[config.mk]
export PLATFORM = sky130hd
export DESIGN_NAME = adaptive_sleep_granularity
export DESIGN_NICKNAME = d
export VERILOG_FILES = /design/src/design/asg_pkg.sv /design/src/design/asg_queue.sv /design/src/design/asg_div.sv /design/src/design/asg_back.sv /design/src/design/adaptive_sleep_granularity.sv
export SDC_FILE = /design/constraint.sdc
export NUM_CORES = 1
export LEC_CHECK = 0
export ABC_CLOCK_PERIOD_IN_PS = 16500
export BUFFER_PORTS_ARGS = -buffer_cell sky130_fd_sc_hd__buf_4
export CAP_MARGIN = 15
export CORE_ASPECT_RATIO = 0.8
export CORE_MARGIN = 3
export CORE_UTILIZATION = 51
export CTS_CLUSTER_DIAMETER = 150
export DETAILED_ROUTE_END_ITERATION = 8
export PLACE_DENSITY = 0.66
export RECOVER_POWER = 25
export SLEW_MARGIN = 20
export SYNTH_ARGS = -nofsm -noshare
export SYNTH_HDL_FRONTEND = slang
export SYNTH_SLANG_ARGS = --single-unit
[constraint.sdc]
create_clock -name aclk -period 16.5 [get_ports aclk]
set_input_delay 3.3 -clock aclk [delete_from_list [all_inputs] [get_ports aclk]]
set_output_delay 3.3 -clock aclk [all_outputs]
set_load 0.005 [all_outputs]
[src/design/asg_pkg.sv]
`default_nettype none
package asg_pkg;

    localparam int DELAY_W = 16;
    localparam int TICK_W  = 10;
    localparam int WARM_W  = 5;
    localparam int GRAN_W  = 3;
    localparam int CODE_W  = 2;
    localparam int TGT_W   = TICK_W + GRAN_W;

    localparam logic [CODE_W-1:0] CHG_NONE = 2'd0;
    localparam logic [CODE_W-1:0] CHG_UP   = 2'd1;
    localparam logic [CODE_W-1:0] CHG_DOWN = 2'd2;

    localparam logic [1:0] REG_TICK = 2'd0;
    localparam logic [1:0] REG_WARM = 2'd1;
    localparam logic [1:0] REG_GMAX = 2'd2;

    localparam logic [TICK_W-1:0] TICK_RST = 10'd8;
    localparam logic [WARM_W-1:0] WARM_RST = 5'd10;
    localparam logic [GRAN_W-1:0] GMAX_RST = 3'd4;
    localparam logic [GRAN_W-1:0] GRAN_RST = 3'd1;

    typedef struct packed {
        logic [TICK_W-1:0] tick_period_ms;
        logic [WARM_W-1:0] warmup_samples;
        logic [GRAN_W-1:0] max_granularity;
    } asg_cfg_t;

    typedef struct packed {
        logic               valid;
        logic [DELAY_W-1:0] delay;
    } asg_q_t;

endpackage
`default_nettype wire

[src/design/asg_queue.sv]
`default_nettype none
module asg_queue (
    input  wire logic                      aclk,
    input  wire logic                      aresetn,
    input  wire logic                      s_valid,
    output logic                           s_ready,
    input  wire logic [15:0]               s_measured_delay,
    output asg_pkg::asg_q_t                q_head,
    input  wire logic                      q_pop
);
    import asg_pkg::*;

    logic [DELAY_W-1:0] slot_reg [2];
    logic               wr_ptr_reg, wr_ptr_next;
    logic               rd_ptr_reg, rd_ptr_next;
    logic [1:0]         fill_reg, fill_next;
    logic               push;
    logic               pop;

    assign s_ready = (fill_reg != 2'd2);
    assign push    = s_valid && s_ready;
    assign pop     = q_pop && (fill_reg != 2'd0);

    assign q_head = {(fill_reg != 2'd0), slot_reg[rd_ptr_reg]};

    always_comb begin
        wr_ptr_next = push ? ~wr_ptr_reg : wr_ptr_reg;
        rd_ptr_next = pop ? ~rd_ptr_reg : rd_ptr_reg;
        fill_next   = fill_reg;
        if (push && !pop) begin
            fill_next = fill_reg + 2'd1;
        end else if (pop && !push) begin
            fill_next = fill_reg - 2'd1;
        end
    end

    always_ff @(posedge aclk) begin
        if (!aresetn) begin
            wr_ptr_reg <= 1'b0;
            rd_ptr_reg <= 1'b0;
            fill_reg   <= 2'd0;
        end else begin
            wr_ptr_reg <= wr_ptr_next;
            rd_ptr_reg <= rd_ptr_next;
            fill_reg   <= fill_next;
        end
    end

    always_ff @(posedge aclk) begin
        if (push) begin
            slot_reg[wr_ptr_reg] <= s_measured_delay;
        end
    end

endmodule
`default_nettype wire

[src/design/asg_div.sv]
`default_nettype none
module asg_div #(
    parameter int NUM_W = 21,
    parameter int DEN_W = 5
) (
    input  wire logic             aclk,
    input  wire logic             aresetn,
    input  wire logic             start,
    input  wire logic [NUM_W-1:0] dividend,
    input  wire logic [DEN_W-1:0] divisor,
    output logic                  done,
    output logic [NUM_W-1:0]      quotient
);
    localparam int CNT_W = $clog2(NUM_W + 1);

    logic             busy_reg, busy_next;
    logic             done_reg, done_next;
    logic [CNT_W-1:0] cnt_reg, cnt_next;
    logic [NUM_W-1:0] quo_reg, quo_next;
    logic [DEN_W-1:0] rem_reg, rem_next;
    logic [DEN_W-1:0] den_reg, den_next;
    logic [DEN_W:0]   shifted;
    logic             fits;

    assign done     = done_reg;
    assign quotient = quo_reg;

    // one quotient bit per cycle, restoring
    assign shifted = {rem_reg, quo_reg[NUM_W-1]};
    assign fits    = (shifted >= {1'b0, den_reg});

    always_comb begin
        busy_next = busy_reg;
        done_next = 1'b0;
        cnt_next  = cnt_reg;
        quo_next  = quo_reg;
        rem_next  = rem_reg;
        den_next  = den_reg;
        if (start) begin
            busy_next = 1'b1;
            cnt_next  = CNT_W'(NUM_W);
            quo_next  = dividend;
            rem_next  = '0;
            den_next  = divisor;
        end else if (busy_reg) begin
            quo_next = {quo_reg[NUM_W-2:0], fits};
            rem_next = fits ? DEN_W'(shifted - {1'b0, den_reg}) : shifted[DEN_W-1:0];
            cnt_next = cnt_reg - CNT_W'(1);
            if (cnt_reg == CNT_W'(1)) begin
                busy_next = 1'b0;
                done_next = 1'b1;
            end
        end
    end

    always_ff @(posedge aclk) begin
        if (!aresetn) begin
            busy_reg <= 1'b0;
            done_reg <= 1'b0;
            cnt_reg  <= '0;
        end else begin
            busy_reg <= busy_next;
            done_reg <= done_next;
            cnt_reg  <= cnt_next;
        end
    end

    always_ff @(posedge aclk) begin
        quo_reg <= quo_next;
        rem_reg <= rem_next;
        den_reg <= den_next;
    end

endmodule
`default_nettype wire

[src/design/asg_back.sv]
`default_nettype none
module asg_back #(
    parameter int HISTORY_DEPTH = 21
) (
    input  wire logic              aclk,
    input  wire logic              aresetn,
    input  wire asg_pkg::asg_cfg_t cfg,
    input  wire asg_pkg::asg_q_t   q_head,
    output logic                   q_pop,
    output logic                   m_valid,
    input  wire logic              m_ready,
    output logic [2:0]             m_granularity_ticks,
    output logic [15:0]            m_average_delay,
    output logic [1:0]             m_change_code
);
    import asg_pkg::*;

    localparam int CW   = $clog2(HISTORY_DEPTH + 1);
    localparam int IW   = $clog2(HISTORY_DEPTH);
    localparam int SW   = DELAY_W + CW;
    localparam int CMPW = (CW > WARM_W) ? CW : WARM_W;
    localparam logic [CW-1:0] DEPTH_C = CW'(HISTORY_DEPTH);
    localparam logic [IW-1:0] LAST_C  = IW'(HISTORY_DEPTH - 1);

    typedef enum logic [1:0] {
        S_IDLE,
        S_UPDATE,
        S_DIV,
        S_DECIDE
    } state_t;

    state_t             state_reg, state_next;
    logic [DELAY_W-1:0] delay_reg, delay_next;
    logic [CW-1:0]      count_reg, count_next;
    logic [IW-1:0]      oldest_reg, oldest_next;
    logic [SW-1:0]      sum_reg, sum_next;
    logic [GRAN_W-1:0]  gran_reg, gran_next;
    logic [TGT_W-1:0]   target_reg, target_next;
    logic               m_valid_reg, m_valid_next;
    logic [GRAN_W-1:0]  m_gran_reg, m_gran_next;
    logic [DELAY_W-1:0] m_avg_reg, m_avg_next;
    logic [CODE_W-1:0]  m_code_reg, m_code_next;

    logic [DELAY_W-1:0] hist_mem [HISTORY_DEPTH];
    logic [DELAY_W-1:0] rd_data_reg;
    logic               wr_en;
    logic [IW-1:0]      wr_addr;
    logic [CW:0]        fill_addr;

    logic               full;
    logic               div_done;
    logic [SW-1:0]      div_quo;
    logic [DELAY_W-1:0] mean;
    logic [TGT_W-1:0]   half_target;
    logic               active;
    logic               load_out;

    assign m_valid             = m_valid_reg;
    assign m_granularity_ticks = m_gran_reg;
    assign m_average_delay     = m_avg_reg;
    assign m_change_code       = m_code_reg;

    assign full        = (count_reg == DEPTH_C);
    assign fill_addr   = {1'b0, CW'(oldest_reg)} + {1'b0, count_reg};
    assign wr_addr     = full ? oldest_reg
                       : (fill_addr >= (CW+1)'(HISTORY_DEPTH))
                         ? IW'(fill_addr - (CW+1)'(HISTORY_DEPTH))
                         : IW'(fill_addr);
    assign wr_en       = (state_reg == S_UPDATE);
    assign q_pop       = (state_reg == S_IDLE) && q_head.valid;

    assign mean        = div_quo[DELAY_W-1:0];
    assign half_target = target_reg >> 1;
    assign active      = (CMPW'(count_reg) > CMPW'(cfg.warmup_samples));
    assign load_out    = (state_reg == S_DECIDE);

    asg_div #(
        .NUM_W (SW),
        .DEN_W (CW)
    ) u_div (
        .aclk     (aclk),
        .aresetn  (aresetn),
        .start    (state_reg == S_UPDATE),
        .dividend (sum_next),
        .divisor  (count_next),
        .done     (div_done),
        .quotient (div_quo)
    );

    always_comb begin
        state_next   = state_reg;
        delay_next   = delay_reg;
        count_next   = count_reg;
        oldest_next  = oldest_reg;
        sum_next     = sum_reg;
        gran_next    = gran_reg;
        target_next  = target_reg;
        m_valid_next = m_valid_reg && !m_ready;
        m_gran_next  = m_gran_reg;
        m_avg_next   = m_avg_reg;
        m_code_next  = m_code_reg;
        unique case (state_reg)
            S_IDLE: begin
                if (q_head.valid) begin
                    delay_next = q_head.delay;
                    state_next = S_UPDATE;
                end
            end
            S_UPDATE: begin
                // drop the oldest beat from the sum once the window is full
                sum_next    = sum_reg - (full ? SW'(rd_data_reg) : SW'(0))
                            + SW'(delay_reg);
                count_next  = full ? count_reg : count_reg + CW'(1);
                oldest_next = !full ? oldest_reg
                            : (oldest_reg == LAST_C) ? IW'(0) : oldest_reg + IW'(1);
                target_next = TGT_W'(cfg.tick_period_ms) * TGT_W'(gran_reg);
                state_next  = S_DIV;
            end
            S_DIV: begin
                if (div_done) begin
                    state_next = S_DECIDE;
                end
            end
            S_DECIDE: begin
                if (!m_valid_reg || m_ready) begin
                    m_code_next = CHG_NONE;
                    if (active && (mean > DELAY_W'(target_reg))) begin
                        if (gran_reg < cfg.max_granularity) begin
                            gran_next   = gran_reg + GRAN_W'(1);
                            m_code_next = CHG_UP;
                        end
                    end else if (active && (mean < DELAY_W'(half_target))) begin
                        if (gran_reg > GRAN_W'(1)) begin
                            gran_next   = gran_reg - GRAN_W'(1);
                            m_code_next = CHG_DOWN;
                        end
                    end
                    m_gran_next  = gran_next;
                    m_avg_next   = mean;
                    m_valid_next = 1'b1;
                    state_next   = S_IDLE;
                end
            end
            default: state_next = S_IDLE;
        endcase
    end

    always_ff @(posedge aclk) begin
        if (!aresetn) begin
            state_reg   <= S_IDLE;
            count_reg   <= '0;
            oldest_reg  <= '0;
            sum_reg     <= '0;
            gran_reg    <= GRAN_RST;
            m_valid_reg <= 1'b0;
        end else begin
            state_reg   <= state_next;
            count_reg   <= count_next;
            oldest_reg  <= oldest_next;
            sum_reg     <= sum_next;
            gran_reg    <= gran_next;
            m_valid_reg <= m_valid_next;
        end
        delay_reg  <= delay_next;
        target_reg <= target_next;
        m_gran_reg <= m_gran_next;
        m_avg_reg  <= m_avg_next;
        m_code_reg <= m_code_next;
    end

    // window storage: read the oldest slot every cycle, write on update
    always_ff @(posedge aclk) begin
        rd_data_reg <= hist_mem[oldest_reg];
        if (wr_en) begin
            hist_mem[wr_addr] <= delay_reg;
        end
    end

    a_gran_nonzero: assert property (@(posedge aclk) disable iff (!aresetn)
        gran_reg != GRAN_W'(0))
        else $error("granularity reached zero");

    a_count_bound: assert property (@(posedge aclk) disable iff (!aresetn)
        count_reg <= DEPTH_C)
        else $error("window count beyond depth");

    a_up_step: assert property (@(posedge aclk) disable iff (!aresetn)
        load_out && !(m_valid_reg && !m_ready) && (m_code_next == CHG_UP)
        |=> gran_reg == $past(gran_reg) + GRAN_W'(1))
        else $error("increase reported without granularity step");

    a_oldest_still: assert property (@(posedge aclk) disable iff (!aresetn)
        !full |=> oldest_reg == $past(oldest_reg))
        else $error("oldest slot moved before window filled");

endmodule
`default_nettype wire

[src/design/adaptive_sleep_granularity.sv]
`default_nettype none
// Adaptive sleep granularity controller. Each input beat carries one measured
// sleep delay in ms; the block keeps a sliding window of the last HISTORY_DEPTH
// delays with a running sum, forms the truncated mean and steps the granularity
// up (no higher than max_granularity) when the mean exceeds tick_period_ms *
// granularity and down (no lower than 1) when it falls below half of that,
// once the window holds more than warmup_samples delays. Every input beat
// yields exactly one result beat. An item passes through the back end in
// order: a pop, an update of the window memory and sum, the
// 16 + clog2(HISTORY_DEPTH+1) bit bit-serial divider that forms the mean, a
// step to see the divider finish, and a step to decide and load the output
// register; a result still waiting for the receiver holds the decide step. A
// two-entry queue in front takes beats while the back end works. Registers sit
// on an APB port at 0x0 (tick_period_ms), 0x4 (warmup_samples), 0x8
// (max_granularity); the user must write them only while the block is idle,
// and the block itself does not enforce this.
module adaptive_sleep_granularity #(
    parameter int HISTORY_DEPTH = 21
) (
    input  wire logic        aclk,
    input  wire logic        aresetn,
    input  wire logic        psel,
    input  wire logic        penable,
    input  wire logic        pwrite,
    input  wire logic [3:0]  paddr,
    input  wire logic [31:0] pwdata,
    output logic [31:0]      prdata,
    output logic             pready,
    input  wire logic        s_valid,
    output logic             s_ready,
    input  wire logic [15:0] s_measured_delay,
    output logic             m_valid,
    input  wire logic        m_ready,
    output logic [2:0]       m_granularity_ticks,
    output logic [15:0]      m_average_delay,
    output logic [1:0]       m_change_code
);
    import asg_pkg::*;

    asg_cfg_t cfg_reg, cfg_next;
    asg_q_t   q_head;
    logic     q_pop;
    logic     wr_hit;

    assign pready = 1'b1;
    assign wr_hit = psel && penable && pwrite;

    always_comb begin
        cfg_next = cfg_reg;
        if (wr_hit) begin
            unique case (paddr[3:2])
                REG_TICK: cfg_next.tick_period_ms  = pwdata[TICK_W-1:0];
                REG_WARM: cfg_next.warmup_samples  = pwdata[WARM_W-1:0];
                REG_GMAX: cfg_next.max_granularity = pwdata[GRAN_W-1:0];
                default:  cfg_next = cfg_reg;
            endcase
        end
    end

    always_ff @(posedge aclk) begin
        if (!aresetn) begin
            cfg_reg.tick_period_ms  <= TICK_RST;
            cfg_reg.warmup_samples  <= WARM_RST;
            cfg_reg.max_granularity <= GMAX_RST;
        end else begin
            cfg_reg <= cfg_next;
        end
    end

    always_comb begin
        unique case (paddr[3:2])
            REG_TICK: prdata = 32'(cfg_reg.tick_period_ms);
            REG_WARM: prdata = 32'(cfg_reg.warmup_samples);
            REG_GMAX: prdata = 32'(cfg_reg.max_granularity);
            default:  prdata = 32'd0;
        endcase
    end

    asg_queue u_queue (
        .aclk             (aclk),
        .aresetn          (aresetn),
        .s_valid          (s_valid),
        .s_ready          (s_ready),
        .s_measured_delay (s_measured_delay),
        .q_head           (q_head),
        .q_pop            (q_pop)
    );

    asg_back #(
        .HISTORY_DEPTH (HISTORY_DEPTH)
    ) u_back (
        .aclk                (aclk),
        .aresetn             (aresetn),
        .cfg                 (cfg_reg),
        .q_head              (q_head),
        .q_pop               (q_pop),
        .m_valid             (m_valid),
        .m_ready             (m_ready),
        .m_granularity_ticks (m_granularity_ticks),
        .m_average_delay     (m_average_delay),
        .m_change_code       (m_change_code)
    );

endmodule
`default_nettype wire

==> flow_summary.json <==
{
  "tightest_slew_ns": 1.37,
  "syn2layout_area_growth_pct": 13.0,
  "clk_latency_ns": 0.61,
  "rsz0062_at_grt": "no",
  "clockBufferDepth": 3,
  "final_layout_size_suffix_gt1_frac": 0.185,
  "min_to": "u_back.sum_reg[8]$_SDFF_PN0_",
  "yosys.cell_count.top_type": "edfxtp_1",
  "grt_start_max_net_pins": 74,
  "fin_nets": 1928,
  "largest_reg_flops": 336,
  "ys_ff_latch": 531,
  "row_count": 70,
  "grt_pass1_vias": 13500,
  "rrSetupSlack_ns": 11.75,
  "netlist.top_cell.by_area": "edfxtp_1",
  "rr_endpoint": "u_back.u_div.quotient[20]$_DFFE_PP_",
  "synth_area_per_cell_um2": 14.5,
  "syn_inst": 1648,
  "synth_edf_count": 444,
  "routabilityCongestion": 0.809,
  "whs_path_depth": 2,
  "synth_warnings": 0,
  "skew_ns": 0.0339,
  "dieArea_um2": 49500,
  "yosysSeqAreaShare": 0.631,
  "cp-end-kind": "output pin",
  "first_pass_iters": 5,
  "post_cts_buffers": 0,
  "power_density_nw_per_um2": 162,
  "hp-start": "u_back.sum_reg[8]$_SDFF_PN0_",
  "setup_viol": 0,
  "wl_per_cell_um": 20.7,
  "fp.coreArea_um2": 46000,
  "clk_pin_slew_worst_paths_ns": 0.06,
  "first_iter_violations": 1211,
  "hold_buffers": 0,
  "r2r_start": "u_back.delay_reg[4]$_DFFE_PP_",
  "cts_root_buf": "clkbuf_16",
  "hold_class": "flip-flop to flip-flop",
  "reg2reg_depth": 13,
  "cts.sinks": 531,
  "grt_usage": 0.206,
  "via_per_inst": 5.58,
  "fmaxAchievable_mhz": 136,
  "synth_area_leaders": "edfxtp_1 (56%), mux4_2 (9.1%), dfxtp_1 (7.3%), ha_1 (4.8%), inv_1 (2.5%)",
  "numCtsBuffers": 52,
  "hold_viol_final": 0,
  "syn_area_um2": 23900,
  "critPathKind": "input pin to output pin",
  "fin_setup_tns_ns": 0,
  "final_max_slew_viol_count": 0,
  "status": "completed",
  "hpwlAfterDp_mm": 32.0,
  "grt_antenna_before_repair": 0,
  "tritoncts": "done",
  "yosys-top-cells-count": "edfxtp_1 (444), inv_1 (159), nand2_1 (119)",
  "synth_cell_types": 69,
  "max-slew-margin-rel": 0.0865,
  "grt_pass1_wl_mm": 77.6,
  "crit_arrival_ns": 4.03,
  "ir_drop_mv": 0.104,
  "period_minus_slack_ns": 7.33,
  "die_w_um": 248,
  "finalWirelength_mm": 49.9,
  "start_util": 0.519,
  "h-tree-depth": 2,
  "cp_data_required_time_ns": 13.20,
  "ant_nets": 0,
  "cap_violations": 0,
  "drc_errors": 0,
  "start_kind": "input pin",
  "ys.flop_type": "edfxtp_1",
  "die_h_um": 200,
  "grt_overflow": 0,
  "fin_crit_sh": 0.444,
  "num_io_pins": 115,
  "finalPower_uw": 4370,
  "portBuffers": 67,
  "vias": 13400,
  "cp_max_fo": 11,
  "post_cts_resized": 0,
  "p_leak_uw": 0.00972,
  "whs_ns": 0.456,
  "synth_top_area_share": 0.558,
  "async_flop_share": 0
}
-- worst max-delay path by stage --
stage / cells past startpoint / end / from
2_1_floorplan: 4 / prdata[0] / paddr[2]
6_report: 4 / prdata[5] / paddr[2]
3_3_place_gp: 4 / prdata[6] / paddr[2]
3_5_place_dp: 4 / prdata[5] / paddr[2]
5_1_grt: 5 / prdata[2] / paddr[2]
4_1_cts: 4 / prdata[5] / paddr[2]
-- cell families after synthesis --
group                      count (synthesis)  synth area share
other                                      2          0.000315
AOI/OAI and AO/OA                        231            0.0609
adders and majority gates                118            0.0703
xor gates and xnor gates                  42            0.0154
muxes                                    145             0.112
and+or+nand+nor                          335            0.0669
buffers and inverters                    244            0.0428
DFF                                      531             0.631
-- critical path, stage by stage --
cell	delay, ns
buf_4	0.15
nor2_1	0.30
and2_1	0.18
buf_4	0.10
-- layer usage --
layer	part of all wire	GRT usage	vias to the layer above
li1	-	-	6258
met1	0.46	0.315	6724
met2	0.45	0.316	400
met3	0.071	0.0318	66
met4	0.016	0.0477	0
met5	0	0	-
-- power breakdown --
part,switching (uW),internal [uW]
combinational,767,499
clock,501,705
sequential,122,1770
total,1390,2980
-- layout make-up --
cell class	count	area, um2
Antenna cell	1	2.50
Multi-Input combinational cell	894	7990
Inverter	160	601
Clock buffer	67	1380
Tap cell	612	766
Clock inverter	31	360
Timing Repair Buffer	112	796
Fill cell	3595	19000
Sequential cell	531	15100
-- per-stage QoR --
step / setup slack, ns / instance area, um2 / util / cells
after detailed placement: 9.19 / 25300 / 0.550 / 2309
after floorplan: 9.27 / 24000 / - / 1669
after global placement: 9.20 / 25300 / 0.550 / 2309
final: 9.17 / 27000 / 0.587 / 2408
after CTS: 9.19 / 27000 / 0.588 / 2407
after global routing: 9.09 / 27000 / 0.587 / 2407
-- placed cells by master (no fill, tap or decap), types with 23 or more instances in the layout --
cell type	n
edfxtp_1	444
inv_1	159
nand2_1	119
buf_4	100
mux4_2	96
ha_1	90
a21oi_1	87
dfxtp_1	84
nor2_1	71
clkbuf_16	52
o21ai_0	47
and2_1	35
mux2i_1	32
xnor2_1	30
fa_1	27
clkbuf_1	24
a21o_1	23
conb_1	23
(Power assumes the default switching activity.)
